===== src/hdl/pcs_pkg.sv =====
// Shared types, sizes and codes of the priority counting semaphore.
package pcs_pkg;

	localparam int WAIT_SLOTS = 16;
	localparam int PRIO_BITS  = 8;
	localparam int COUNT_BITS = 8;

	localparam int SLOT_W = $clog2(WAIT_SLOTS);
	localparam int RANK_W = SLOT_W;
	localparam int CNT_W  = $clog2(WAIT_SLOTS + 1);

	localparam logic [1:0] OP_OBTAIN  = 2'd0;
	localparam logic [1:0] OP_RELEASE = 2'd1;
	localparam logic [1:0] OP_CANCEL  = 2'd2;

	localparam logic [3:0] STAT_GRANTED     = 4'd0;
	localparam logic [3:0] STAT_REFUSED     = 4'd1;
	localparam logic [3:0] STAT_QUEUED      = 4'd2;
	localparam logic [3:0] STAT_HANDED      = 4'd3;
	localparam logic [3:0] STAT_RAISED      = 4'd4;
	localparam logic [3:0] STAT_CANCELLED   = 4'd5;
	localparam logic [3:0] STAT_OVERFLOW    = 4'd6;
	localparam logic [3:0] STAT_FULL_DUP    = 4'd7;
	localparam logic [3:0] STAT_NOT_WAITING = 4'd8;

	typedef struct packed {
		logic [3:0]           task_id;
		logic [PRIO_BITS-1:0] prio;
		logic [RANK_W-1:0]    rank;
	} slot_t;

	typedef struct packed {
		logic              rd_en;
		logic [SLOT_W-1:0] rd_addr;
		logic              we;
		logic [SLOT_W-1:0] wr_addr;
		slot_t             wr_data;
	} ram_req_t;

	typedef struct packed {
		logic [1:0] op;
		logic [3:0] task_id;
		logic [7:0] task_prio;
		logic       may_wait;
	} cmd_t;

	typedef struct packed {
		logic [3:0] status;
		logic [3:0] granted_task;
		logic [7:0] units_left;
		logic [4:0] waiters_now;
	} res_t;

endpackage


===== src/hdl/pcs_if.sv =====
// Valid/ready channel interfaces for semaphore commands and results.
interface pcs_cmd_if;
	logic       valid;
	logic       ready;
	logic [1:0] op;
	logic [3:0] task_id;
	logic [7:0] task_prio;
	logic       may_wait;

	modport source(output valid, output op, output task_id, output task_prio,
		output may_wait, input ready);
	modport sink(input valid, input op, input task_id, input task_prio,
		input may_wait, output ready);
endinterface

interface pcs_rsp_if;
	logic       valid;
	logic       ready;
	logic [3:0] status;
	logic [3:0] granted_task;
	logic [7:0] units_left;
	logic [4:0] waiters_now;

	modport source(output valid, output status, output granted_task,
		output units_left, output waiters_now, input ready);
	modport sink(input valid, input status, input granted_task,
		input units_left, input waiters_now, output ready);
endinterface


===== src/hdl/pcs_slot_ram.sv =====
// Waiter slot memory: one write port, one registered read port.
module pcs_slot_ram (
	input  logic             clk,
	input  pcs_pkg::ram_req_t req,
	output pcs_pkg::slot_t   rd_data
);
	import pcs_pkg::*;

	slot_t mem [WAIT_SLOTS];

	always_ff @(posedge clk) begin
		if (req.we) begin
			mem[req.wr_addr] <= req.wr_data;
		end
		if (req.rd_en) begin
			rd_data <= mem[req.rd_addr];
		end
	end

endmodule


===== src/hdl/pcs_ctrl.sv =====
// Sequencer: decides each item, scans the slot memory and renumbers ranks.
module pcs_ctrl (
	input  logic              clk,
	input  logic              arst_n,
	input  logic              cfg_we,
	input  logic [7:0]        cfg_wdata,
	input  logic              cmd_valid,
	output logic              cmd_ready,
	input  pcs_pkg::cmd_t     cmd,
	output logic              res_valid,
	output pcs_pkg::res_t     res,
	input  logic              res_take,
	output pcs_pkg::ram_req_t ram_req,
	input  pcs_pkg::slot_t    ram_rd
);
	import pcs_pkg::*;

	localparam logic [1:0] S_IDLE = 2'd0;
	localparam logic [1:0] S_SCAN = 2'd1;
	localparam logic [1:0] S_DROP = 2'd2;
	localparam logic [1:0] S_DONE = 2'd3;

	localparam logic [CNT_W-1:0] PTR_END = CNT_W'(WAIT_SLOTS);

	logic [1:0]            state_q;
	logic [WAIT_SLOTS-1:0] valid_q;
	logic [COUNT_BITS-1:0] count_q;
	logic [COUNT_BITS-1:0] max_q;
	logic [CNT_W-1:0]      arr_cnt_q;
	logic [CNT_W-1:0]      ptr_q;
	logic                  pend_s1;
	logic [SLOT_W-1:0]     idx_s1;
	logic [1:0]            op_q;
	logic [3:0]            task_q;
	logic [PRIO_BITS-1:0]  prio_q;
	logic [RANK_W-1:0]     rank_q;
	logic [3:0]            status_q;
	logic [3:0]            granted_q;

	logic                  hit_q;
	logic [SLOT_W-1:0]     hit_idx_q;
	logic [RANK_W-1:0]     best_rank_q;
	logic [PRIO_BITS-1:0]  best_prio_q;
	logic [3:0]            best_task_q;

	logic                  hit_n;
	logic [SLOT_W-1:0]     idx_n;
	logic [RANK_W-1:0]     rank_n;
	logic [PRIO_BITS-1:0]  prio_n;
	logic [3:0]            task_n;
	logic                  better;
	logic                  rd_en;
	logic                  scan_end;
	logic [SLOT_W-1:0]     free_idx;
	logic                  all_full;
	logic                  none_waiting;

	assign cmd_ready    = (state_q == S_IDLE);
	assign rd_en        = ((state_q == S_SCAN) || (state_q == S_DROP)) && (ptr_q != PTR_END);
	assign scan_end     = pend_s1 && (ptr_q == PTR_END);
	assign all_full     = &valid_q;
	assign none_waiting = ~|valid_q;

	// Lowest-numbered free slot.
	always_comb begin
		free_idx = '0;
		for (int i = WAIT_SLOTS - 1; i >= 0; i--) begin
			if (!valid_q[i]) begin
				free_idx = SLOT_W'(i);
			end
		end
	end

	// Running match during a scan: best waiter for release, task hit otherwise.
	always_comb begin
		hit_n  = hit_q;
		idx_n  = hit_idx_q;
		rank_n = best_rank_q;
		prio_n = best_prio_q;
		task_n = best_task_q;
		better = 1'b0;
		if ((state_q == S_SCAN) && pend_s1 && valid_q[idx_s1]) begin
			if (op_q == OP_RELEASE) begin
				better = !hit_q || (ram_rd.prio < best_prio_q) ||
					((ram_rd.prio == best_prio_q) && (ram_rd.rank < best_rank_q));
			end else begin
				better = !hit_q && (ram_rd.task_id == task_q);
			end
		end
		if (better) begin
			hit_n  = 1'b1;
			idx_n  = idx_s1;
			rank_n = ram_rd.rank;
			prio_n = ram_rd.prio;
			task_n = ram_rd.task_id;
		end
	end

	always_comb begin
		ram_req.rd_en   = rd_en;
		ram_req.rd_addr = ptr_q[SLOT_W-1:0];
		ram_req.we      = 1'b0;
		ram_req.wr_addr = free_idx;
		ram_req.wr_data = '{task_id: task_q, prio: prio_q, rank: arr_cnt_q[RANK_W-1:0]};
		if ((state_q == S_SCAN) && scan_end && (op_q == OP_OBTAIN) && !hit_n) begin
			ram_req.we = 1'b1;
		end
		if ((state_q == S_DROP) && pend_s1 && valid_q[idx_s1] && (ram_rd.rank > rank_q)) begin
			ram_req.we           = 1'b1;
			ram_req.wr_addr      = idx_s1;
			ram_req.wr_data      = ram_rd;
			ram_req.wr_data.rank = ram_rd.rank - 1'b1;
		end
	end

	always_ff @(posedge clk) begin
		idx_s1 <= ptr_q[SLOT_W-1:0];
		if (state_q == S_IDLE) begin
			hit_q <= 1'b0;
		end else begin
			hit_q <= hit_n;
		end
		hit_idx_q   <= idx_n;
		best_rank_q <= rank_n;
		best_prio_q <= prio_n;
		best_task_q <= task_n;
	end

	always_ff @(posedge clk or negedge arst_n) begin
		if (!arst_n) begin
			state_q   <= S_IDLE;
			valid_q   <= '0;
			count_q   <= COUNT_BITS'(1);
			max_q     <= COUNT_BITS'(1);
			arr_cnt_q <= '0;
			ptr_q     <= '0;
			pend_s1   <= 1'b0;
			op_q      <= OP_OBTAIN;
			task_q    <= '0;
			prio_q    <= '0;
			rank_q    <= '0;
			status_q  <= STAT_REFUSED;
			granted_q <= '0;
		end else begin
			pend_s1 <= rd_en;
			case (state_q)
				S_IDLE: begin
					ptr_q <= '0;
					if (cmd_valid) begin
						op_q      <= cmd.op;
						task_q    <= cmd.task_id;
						prio_q    <= PRIO_BITS'(cmd.task_prio);
						granted_q <= '0;
						state_q   <= S_DONE;
						case (cmd.op)
							OP_OBTAIN: begin
								if (count_q != '0) begin
									count_q   <= count_q - 1'b1;
									status_q  <= STAT_GRANTED;
									granted_q <= cmd.task_id;
								end else if (!cmd.may_wait) begin
									status_q <= STAT_REFUSED;
								end else if (all_full) begin
									status_q <= STAT_FULL_DUP;
								end else begin
									state_q <= S_SCAN;
								end
							end
							OP_RELEASE: begin
								if (!none_waiting) begin
									state_q <= S_SCAN;
								end else if (count_q >= max_q) begin
									status_q <= STAT_OVERFLOW;
								end else begin
									count_q  <= count_q + 1'b1;
									status_q <= STAT_RAISED;
								end
							end
							OP_CANCEL: begin
								if (none_waiting) begin
									status_q <= STAT_NOT_WAITING;
								end else begin
									state_q <= S_SCAN;
								end
							end
							default: begin
								status_q <= STAT_REFUSED;
							end
						endcase
					end
				end
				S_SCAN: begin
					if (rd_en) begin
						ptr_q <= ptr_q + 1'b1;
					end
					if (scan_end) begin
						ptr_q <= '0;
						case (op_q)
							OP_OBTAIN: begin
								state_q <= S_DONE;
								if (hit_n) begin
									status_q <= STAT_FULL_DUP;
								end else begin
									valid_q[free_idx] <= 1'b1;
									arr_cnt_q         <= arr_cnt_q + 1'b1;
									status_q          <= STAT_QUEUED;
								end
							end
							OP_RELEASE: begin
								valid_q[idx_n] <= 1'b0;
								rank_q         <= rank_n;
								arr_cnt_q      <= arr_cnt_q - 1'b1;
								granted_q      <= task_n;
								status_q       <= STAT_HANDED;
								state_q        <= S_DROP;
							end
							default: begin
								if (hit_n) begin
									valid_q[idx_n] <= 1'b0;
									rank_q         <= rank_n;
									arr_cnt_q      <= arr_cnt_q - 1'b1;
									status_q       <= STAT_CANCELLED;
									state_q        <= S_DROP;
								end else begin
									status_q <= STAT_NOT_WAITING;
									state_q  <= S_DONE;
								end
							end
						endcase
					end
				end
				S_DROP: begin
					if (rd_en) begin
						ptr_q <= ptr_q + 1'b1;
					end
					if (scan_end) begin
						ptr_q   <= '0;
						state_q <= S_DONE;
					end
				end
				S_DONE: begin
					if (res_take) begin
						state_q <= S_IDLE;
					end
				end
				default: begin
					state_q <= S_IDLE;
				end
			endcase
			if (cfg_we) begin
				max_q   <= COUNT_BITS'(cfg_wdata);
				count_q <= COUNT_BITS'(cfg_wdata);
			end
		end
	end

	assign res_valid        = (state_q == S_DONE);
	assign res.status       = status_q;
	assign res.granted_task = granted_q;
	assign res.units_left   = 8'(count_q);
	assign res.waiters_now  = 5'(arr_cnt_q);

endmodule


===== src/hdl/priority_counting_semaphore.sv =====
// Top level of the priority counting semaphore: sequencer, slot memory, result register.
//
// A counting semaphore with a table of up to sixteen waiting tasks. An obtain
// takes a unit while the count is nonzero; otherwise the task is queued with
// its priority, refused when it may not wait, or turned away as full or
// duplicate when the table is full or the task already waits. A release
// hands its unit straight to the waiter with the lowest priority number
// (oldest first on a tie); with nobody waiting it raises the count, or
// reports overflow at max_count. A cancel removes a waiting task. Every
// item yields exactly one result item. Writing cfg_wdata with cfg_we reloads
// both max_count and the count; waiters are kept. Items decided from the
// count alone are only accepted and presented. Other items are bound by the
// single read port of the slot memory: one pass over every slot to find
// the match, and for a removal a second read-modify-write pass that moves
// every younger waiter up one rank. One item is in work at a time; the
// result register lets the next item be accepted while a result still
// waits to be taken.
module priority_counting_semaphore (
	input  logic       clk,
	input  logic       arst_n,
	input  logic       cfg_we,
	input  logic [7:0] cfg_wdata,
	pcs_cmd_if.sink    cmd,
	pcs_rsp_if.source  rsp
);
	import pcs_pkg::*;

	cmd_t     cmd_data;
	res_t     res_data;
	res_t     rsp_q;
	logic     rsp_valid_q;
	logic     res_valid;
	logic     res_take;
	ram_req_t ram_req;
	slot_t    ram_rd;

	// Pack the command channel into one word for the sequencer.
	assign cmd_data.op        = cmd.op;
	assign cmd_data.task_id   = cmd.task_id;
	assign cmd_data.task_prio = cmd.task_prio;
	assign cmd_data.may_wait  = cmd.may_wait;

	pcs_ctrl u_ctrl (
		.clk       (clk),
		.arst_n    (arst_n),
		.cfg_we    (cfg_we),
		.cfg_wdata (cfg_wdata),
		.cmd_valid (cmd.valid),
		.cmd_ready (cmd.ready),
		.cmd       (cmd_data),
		.res_valid (res_valid),
		.res       (res_data),
		.res_take  (res_take),
		.ram_req   (ram_req),
		.ram_rd    (ram_rd)
	);

	pcs_slot_ram u_slot_ram (
		.clk     (clk),
		.req     (ram_req),
		.rd_data (ram_rd)
	);

	// Move a finished result into the output register when it is empty or
	// being drained this cycle.
	assign res_take = res_valid && (!rsp_valid_q || rsp.ready);

	always_ff @(posedge clk or negedge arst_n) begin
		if (!arst_n) begin
			rsp_valid_q <= 1'b0;
		end else if (res_take) begin
			rsp_valid_q <= 1'b1;
		end else if (rsp.ready) begin
			rsp_valid_q <= 1'b0;
		end
	end

	// Hold the payload until taken.
	always_ff @(posedge clk) begin
		if (res_take) begin
			rsp_q <= res_data;
		end
	end

	assign rsp.valid        = rsp_valid_q;
	assign rsp.status       = rsp_q.status;
	assign rsp.granted_task = rsp_q.granted_task;
	assign rsp.units_left   = rsp_q.units_left;
	assign rsp.waiters_now  = rsp_q.waiters_now;

endmodule

===== src/flat_wrapper.sv =====
// flat-port wrapper written by rule: the top's interface ports become plain ports
module priority_counting_semaphore_flat import pcs_pkg::*;
  (clk, arst_n, cfg_we, cfg_wdata, cmd_valid, cmd_op, cmd_task_id, cmd_task_prio, cmd_may_wait, cmd_ready, rsp_valid, rsp_status, rsp_granted_task, rsp_units_left, rsp_waiters_now, rsp_ready);
  pcs_cmd_if cmd_i ();
  pcs_rsp_if rsp_i ();
  input  logic clk;
  input  logic arst_n;
  input  logic cfg_we;
  input  logic [7:0] cfg_wdata;
  input wire logic [$bits(cmd_i.valid)-1:0] cmd_valid;
  input wire logic [$bits(cmd_i.op)-1:0] cmd_op;
  input wire logic [$bits(cmd_i.task_id)-1:0] cmd_task_id;
  input wire logic [$bits(cmd_i.task_prio)-1:0] cmd_task_prio;
  input wire logic [$bits(cmd_i.may_wait)-1:0] cmd_may_wait;
  output wire logic [$bits(cmd_i.ready)-1:0] cmd_ready;
  output wire logic [$bits(rsp_i.valid)-1:0] rsp_valid;
  output wire logic [$bits(rsp_i.status)-1:0] rsp_status;
  output wire logic [$bits(rsp_i.granted_task)-1:0] rsp_granted_task;
  output wire logic [$bits(rsp_i.units_left)-1:0] rsp_units_left;
  output wire logic [$bits(rsp_i.waiters_now)-1:0] rsp_waiters_now;
  input wire logic [$bits(rsp_i.ready)-1:0] rsp_ready;
  assign cmd_i.valid = cmd_valid;
  assign cmd_i.op = cmd_op;
  assign cmd_i.task_id = cmd_task_id;
  assign cmd_i.task_prio = cmd_task_prio;
  assign cmd_i.may_wait = cmd_may_wait;
  assign cmd_ready = cmd_i.ready;
  assign rsp_valid = rsp_i.valid;
  assign rsp_status = rsp_i.status;
  assign rsp_granted_task = rsp_i.granted_task;
  assign rsp_units_left = rsp_i.units_left;
  assign rsp_waiters_now = rsp_i.waiters_now;
  assign rsp_i.ready = rsp_ready;
  priority_counting_semaphore u_core (.clk(clk), .arst_n(arst_n), .cfg_we(cfg_we), .cfg_wdata(cfg_wdata), .cmd(cmd_i), .rsp(rsp_i));
endmodule

===== config.mk =====
export PLATFORM = sky130hd
export DESIGN_NAME = priority_counting_semaphore_flat
export DESIGN_NICKNAME = d
export VERILOG_FILES = /design/src/hdl/pcs_pkg.sv /design/src/hdl/pcs_if.sv /design/src/hdl/pcs_slot_ram.sv /design/src/hdl/pcs_ctrl.sv /design/src/hdl/priority_counting_semaphore.sv /design/src/flat_wrapper.sv
export SDC_FILE = /design/constraint.sdc
export NUM_CORES = 1
export LEC_CHECK = 0
export BUFFER_PORTS_ARGS = -buffer_cell sky130_fd_sc_hd__buf_4
export CELL_PAD_IN_SITES_DETAIL_PLACEMENT = 0
export CELL_PAD_IN_SITES_GLOBAL_PLACEMENT = 1
export CORE_MARGIN = 2
export CORE_UTILIZATION = 25
export DETAILED_ROUTE_END_ITERATION = 8
export PLACE_DENSITY_LB_ADDON = 0.1
export SLEW_MARGIN = 20
export SYNTH_ARGS = -nofsm -noshare
export SYNTH_HDL_FRONTEND = slang
export SYNTH_SLANG_ARGS = --single-unit

===== constraint.sdc =====
create_clock -name clk -period 3.3 [get_ports clk]
set_clock_uncertainty 0.1 [all_clocks]
set_input_delay 0.66 -clock clk [delete_from_list [all_inputs] [get_ports clk]]
set_output_delay 0.66 -clock clk [all_outputs]
set_load 0.02 [all_outputs]

Word-level counts from Yosys, hierarchy flattened
Memory sizes are Yosys's and may differ from the RTL's. A register that Yosys moved wholly into a read port is not among the register bits. Cells that the tools add are included.

Memory bits (writable): 256. Memories: 1. Register bits: 118. Output and inout bits: 23.

$lt $le $gt $ge: 9. Reduce and logical (&&, ||, !) cells: 46. Bitwise gates (word level): 4. Add/sub/neg operators: 6. Muxes and demuxes: 83. Eq/ne operators: 23.

Memory list: u_core.u_slot_ram.mem (words 16, width 16, rd ports 1, clocked after Yosys merged registers in 1, write ports 1, line pcs_slot_ram.sv:9) `slot_t mem [WAIT_SLOTS];`.

Operators by type and width (count): $mux W4 (33); $mux W8 (6); $mux W16 (2); $pmux W16 S2 (1); $pmux W4 S2 (4); $mux W21 (1); $mux W5 (4); $pmux W5 S2 (2); $mux W2 (9); $and A16 B16 Y16 (1); $not A16 Y16 (1); $or A16 B16 Y16 (1); $pmux W8 S2 (1); $reduce_and A16 Y1 (1); $reduce_and A4 Y1 (4); $reduce_or A16 Y1 (1); $logic_and A1 B1 Y1 (15); $lt A4 B5 Y1 const B (3); $ne A3 B3 Y1 const B (5); $mux W1 (12); $pmux W4 S3 (1); $reduce_and A6 Y1 (2); $reduce_bool A2 Y1 (6); $add A5 B1 Y5 const B (2); 32 further kinds (53).

Longest topological paths before layout
Word-level depth: 23. Gate-level depth with buffers: 12.

Cells and area by module
Synthesis repeated with hierarchy kept, for this count alone.

Cell total of the unflattened synthesis: 1073. Area total of the unflattened synthesis: 16900.0 sq um.

By module, submodules not included: pcs_slot_ram (instances 1, cells each 432, area an instance 10203.5 sq um); pcs_ctrl (instances 1, cells each 616, area an instance 6022.0 sq um); priority_counting_semaphore (instances 1, cells each 25, area an instance 674.4 sq um).

Least setup slack after synthesis
OpenSTA, ideal clock, no wires.

Path kind: register to register. From: register u_core.u_ctrl.ptr_q[0]. To: memory u_core.u_slot_ram.mem[1][0] in the netlist's numbering (enable). Data required time: 2.812 ns. Stages on the path, launching flop included: 11. Arrival: 3.093 ns. Path slack: -0.282 ns. Buffers on the path: 2. Library setup time: 0.388 ns. Cell sequence: dfrtp_1 -> buf_2 -> buf_1 -> inv_1 -> ha_1 -> and4bb_2 -> and3_1 -> nand2_1 -> nor4_2 -> a21oi_1 -> nor2_1.

Word-level cells in the longest chain between the ends: 9.

RTL lines: from (decl) (line pcs_ctrl.sv:30) `logic [CNT_W-1:0] ptr_q;`; from (signal assigned) (line pcs_ctrl.sv:194) `ptr_q <= ptr_q + 1'b1;`; from (signal assigned) (line pcs_ctrl.sv:234) `ptr_q <= ptr_q + 1'b1;`; $eq A5 B5 Y1 (line pcs_ctrl.sv:60) `assign scan_end = pend_s1 && (ptr_q == PTR_END);`; $logic_and A1 B1 Y1 (line pcs_ctrl.sv:60); $logic_and A1 B1 Y1 (3 in series) (line pcs_ctrl.sv:105) `if ((state_q == S_SCAN) && scan_end && (op_q == OP_OBTAIN) && !hit_n) begin`; $mux W1 (line pcs_ctrl.sv:105); $mux W21 (line pcs_ctrl.sv:108) `if ((state_q == S_DROP) && pend_s1 && valid_q[idx_s1] && (ram_rd.rank > rank_q)) begin`; $mux W1 (line pcs_slot_ram.sv:12) `if (req.we) begin`; $mux W1 (not written as such) (line pcs_slot_ram.sv:13) `mem[req.wr_addr] <= req.wr_data;`; to (decl) (line pcs_slot_ram.sv:9).

Every way passes these cells.

Worst setup path in the final report
From: register u_core.u_ctrl.idx_s1[2]. To: memory u_core.u_slot_ram.mem[5][9] in the netlist's numbering (enable).

Word-level cells in the longest chain between the ends: 11. Elaborated cells between the ends (all ways): 13. Those cells by class: 8 x mux; 5 x reduce/logical.

RTL lines: from (decl) (line pcs_ctrl.sv:32) `logic [SLOT_W-1:0] idx_s1;`; from (signal assigned) (line pcs_ctrl.sv:117) `idx_s1 <= ptr_q[SLOT_W-1:0];`; $bmux W1 S4 (line pcs_ctrl.sv:82, pcs_ctrl.sv:108); $mux W1 (not written as such) (line pcs_ctrl.sv:82, pcs_ctrl.sv:108); $logic_and A1 B1 Y1 (line pcs_ctrl.sv:82) `if ((state_q == S_SCAN) && pend_s1 && valid_q[idx_s1]) begin`; $mux W1 (line pcs_ctrl.sv:82); $mux W1 (line pcs_ctrl.sv:90) `if (better) begin`; $logic_not A1 Y1 (line pcs_ctrl.sv:105); $logic_and A1 B1 Y1 (line pcs_ctrl.sv:105); $mux W1 (line pcs_ctrl.sv:105); $mux W21 (*) (line pcs_ctrl.sv:108); $mux W1 (line pcs_slot_ram.sv:12); $mux W1 (not written as such) (line pcs_slot_ram.sv:13).

Every way passes the cells marked *; elsewhere a longest branch is shown, timed or not. The select of a mux whose other input is x is not followed.

==> results.sh <==
export IMPL_outcome="completed"
export IMPL_syn_inst=1065
export IMPL_synth_async_sr_flop_share_pct=18.5
export IMPL_track_usage_pct=14.4
export IMPL_cts_buffers=46
export IMPL_first_global_vias=10300
export IMPL_critPathSlowestCell="mux4_1"
export IMPL_tns_ps=0
export IMPL_portBuffers=50
export IMPL_grt_busiest_layer="met2"
export IMPL_h_tree_depth=2
export IMPL_place_area_um2=19200
export IMPL_r2r_start="u_core.u_ctrl.idx_s1[2]$_DFF_P_"
export IMPL_hold_viol=0
export IMPL_fin_ws_ps=186
export IMPL_root_buffer="clkbuf_16"
export IMPL_nets=1274
export IMPL_clkPwrFrac_pct=32.4
export IMPL_synth_area_top_cells="edfxtp_1, mux4_2, dfrtp_1"
export IMPL_met1_usage_pct=20.2
export IMPL_ys_ff_latch=390
export IMPL_rr_endpoint="u_core.u_slot_ram.mem[5][9]$_DFFE_PP_"
export IMPL_crit_type="reg2reg"
export IMPL_yosys_area_top_type="edfxtp_1"
export IMPL_drt_wirelength_per_cell_um=23.8
export IMPL_synth_commonest_cells="edfxtp_1, mux4_2, dfrtp_1, nand2_1, o21ai_0"
export IMPL_grt_use_met3_pct=2.11
export IMPL_switching_share_pct=30.7
export IMPL_clock_latency_ps=590
export IMPL_finalSetupViolCount=0
export IMPL_ios=51
export IMPL_grt_max_degree=68
export IMPL_antenna_found_initial=0
export IMPL_drv_cap=0
export IMPL_stdcell_area_um2=20700
export IMPL_drtIter0Drc=727
export IMPL_cts_buffer_depth=3
export IMPL_grt_pass1_wl_um=73800
export IMPL_ys_warn_count=0
export IMPL_die_area_um2=70600
export IMPL_path_clk_slew_ps=60
export IMPL_ir_drop_uv=395
export IMPL_combPwrFrac_pct=25.0
export IMPL_die_h_um=266
export IMPL_r2r_cells=8
export IMPL_row_count=95
export IMPL_ant_nets=0
export IMPL_start_util_pct=25.4
export IMPL_yosysMostFrequentCell="edfxtp_1"
export IMPL_cts_tree="done"
export IMPL_endpoint_kind="flip-flop"
export IMPL_rsz0062_at_grt="false"
export IMPL_power_density_nw_per_um2=743
export IMPL_worstSetupStartpointType="flip-flop"
export IMPL_final_util_pct=30.7
export IMPL_critical_path_required_ps=3470
export IMPL_synthesis_nets=1138
export IMPL_drv_slew=0
export IMPL_core_area_um2=67500
export IMPL_synth_top_cell_area_share_pct=52.8
export IMPL_syn_area_per_cell_um2=16.1
export IMPL_clock_fmax_mhz=321
export IMPL_gr_total_overflow=0
export IMPL_viasPerCell=4.65
export IMPL_fin_crit_sh_pct=94.4
export IMPL_drc=0
export IMPL_diodes=0
export IMPL_critPathBufInv=2
export IMPL_path_common_cell="buf_4"
export IMPL_postCtsSetupBuffers=0
export IMPL_critPathArrivalTime_ps=3280
export IMPL_crit_path_cell_trace="buf_4, mux4_1, mux2i_1, nor2b_1, o22ai_1, nand2_1, nor2_2, buf_4"
export IMPL_clock_sinks=390
export IMPL_synthDistinctLibCells=79
export IMPL_hold_path_class="in2async"
export IMPL_ys_seq_area_share_pct=65.3
export IMPL_r2r_slack_ps=190
export IMPL_drive_gt1_share_pct=30.1
export IMPL_intPower_mw=10.7
export IMPL_crit_fanout=11
export IMPL_first_pass_iters=7
export IMPL_gp_routability_congestion=0.748
export IMPL_worstMarginPinSlew_ps=818
export IMPL_netlist_area_um2=17100
export IMPL_crit_family="multiplexers"
export IMPL_slew_headroom_pct=45.5
export IMPL_synth_main_ff_cell="edfxtp_1"
export IMPL_dp_slack_ps=94.1
export IMPL_num_vias=9818
export IMPL_met2_usage_pct=23.2
export IMPL_drt_wl_total_um=50300
export IMPL_finalCriticalPeriod_ps=3110
export IMPL_seqPwrFrac_pct=42.5
export IMPL_dp_hpwl_um=32100
export IMPL_synth_edff_count=301
export IMPL_area_growth_pct=21.1
export IMPL_p_leak_nw=7.49
export IMPL_cpPeakStageDelay_ps=560
export IMPL_p_switching_mw=4.73
export IMPL_die_x_um=266
-- metrics by stage --
stage | power [mW] | hold WS [ps] | std cells
after global routing | 16.3 | 28.7 | 2111
after CTS | 15.7 | 4.63 | 2111
final | 15.4 | 7.34 | 2111
after floorplan | 9.10 | 264 | 1065
after global placement | 10.7 | 334 | 2026
after detailed placement | 10.6 | 339 | 2026
-- final cells by class --
cell class / instances / area [µm²]
Timing Repair Buffer: 136 / 1210
Multi-Input combinational cell: 581 / 5600
Sequential cell: 390 / 11200
Clock inverter: 25 / 218
Tap cell: 873 / 1090
Fill cell: 6762 / 46800
Clock buffer: 60 / 1250
Inverter: 46 / 173
-- layout by cell type, fill, tap and decap left out, drive strengths merged, types with 8 or more instances in the layout --
master,n
dfxtp,17
a21oi,23
buf,136
nand2b,16
nor4,11
mux2i,11
mux2,42
nor2b,8
inv,47
nand2,70
o21ai,59
nor3,13
clkinv,21
mux4,88
a21o,10
clkbuf,60
xnor2,12
nor2,45
nand3,16
ha,43
edfxtp,301
a22oi,14
dfrtp,69
-- registers in the layout (all words and copies together), names as in the netlist, 5 cells and up --
register and flops:
u_core.rsp.waiters_now 5, u_core.u_ctrl.prio_q 8, u_core.u_ctrl.best_prio_q 8, u_core.u_slot_ram.rd_data 16, u_core.u_ctrl.max_q 8, u_core.u_ctrl.arr_cnt_q 5, u_core.u_slot_ram.mem 256, u_core.u_ctrl.valid_q 16
u_core.u_ctrl.ptr_q 5, u_core.u_ctrl.count_q 8, u_core.rsp.units_left 8
-- logic make-up after synthesis --
logic type	after synthesis	synth area share, %
xor gates and xnor gates	19	0.972
DFF	390	65.3
AOI/OAI and AO/OA	167	6.55
and+or+nand+nor	209	6.16
adders and majority gates	45	3.38
buffers and inverters	94	2.43
muxes	141	15.2
-- timing repair --
action                                  in CTS  in global routing
endpoints found under the setup margin       0                170
hold buffers                                 0                  0
resized for setup                            0                  7
-- routing by layer --
metal | vias up | wire length, µm
met2 | 173 | 23600
met5 | - | 0
met3 | 59 | 1730
met4 | 0 | 945
met1 | 5124 | 23900
li1 | 4462 | -
-- power by group through the flow --
stage / registers, mW / clock network (mW) / logic [mW]
floorplan: 6.63 / 0 / 2.47
global placement: 6.67 / 0 / 4.01
detailed placement: 6.67 / 0 / 3.97
CTS: 6.57 / 5.18 / 3.99
global route: 6.61 / 5.38 / 4.27
finish: 6.55 / 4.99 / 3.86
-- worst max path at each step --
| stage | slack, ps | to | startpoint | depth (start not counted) |
|---|---|---|---|---|
| detailed placement | 90 | u_core.u_slot_ram.mem[9][4]$_DFFE_PP_ | u_core.u_ctrl.ptr_q[0]$_DFFE_PN0P_ | 9 |
| global route | 6 | u_core.u_slot_ram.mem[8][12]$_DFFE_PP_ | u_core.u_ctrl.idx_s1[2]$_DFF_P_ | 8 |
| finish | 190 | u_core.u_slot_ram.mem[5][9]$_DFFE_PP_ | u_core.u_ctrl.idx_s1[2]$_DFF_P_ | 8 |
| floorplan | -230 | u_core.u_slot_ram.mem[7][0]$_DFFE_PP_ | u_core.u_ctrl.ptr_q[0]$_DFFE_PN0P_ | 11 |
| CTS | 100 | u_core.u_slot_ram.mem[9][4]$_DFFE_PP_ | u_core.u_ctrl.ptr_q[0]$_DFFE_PN0P_ | 9 |
| global placement | 90 | u_core.u_slot_ram.mem[11][8]$_DFFE_PP_ | u_core.u_ctrl.idx_s1[2]$_DFF_P_ | 8 |
Power figures use the tool's default switching activity.
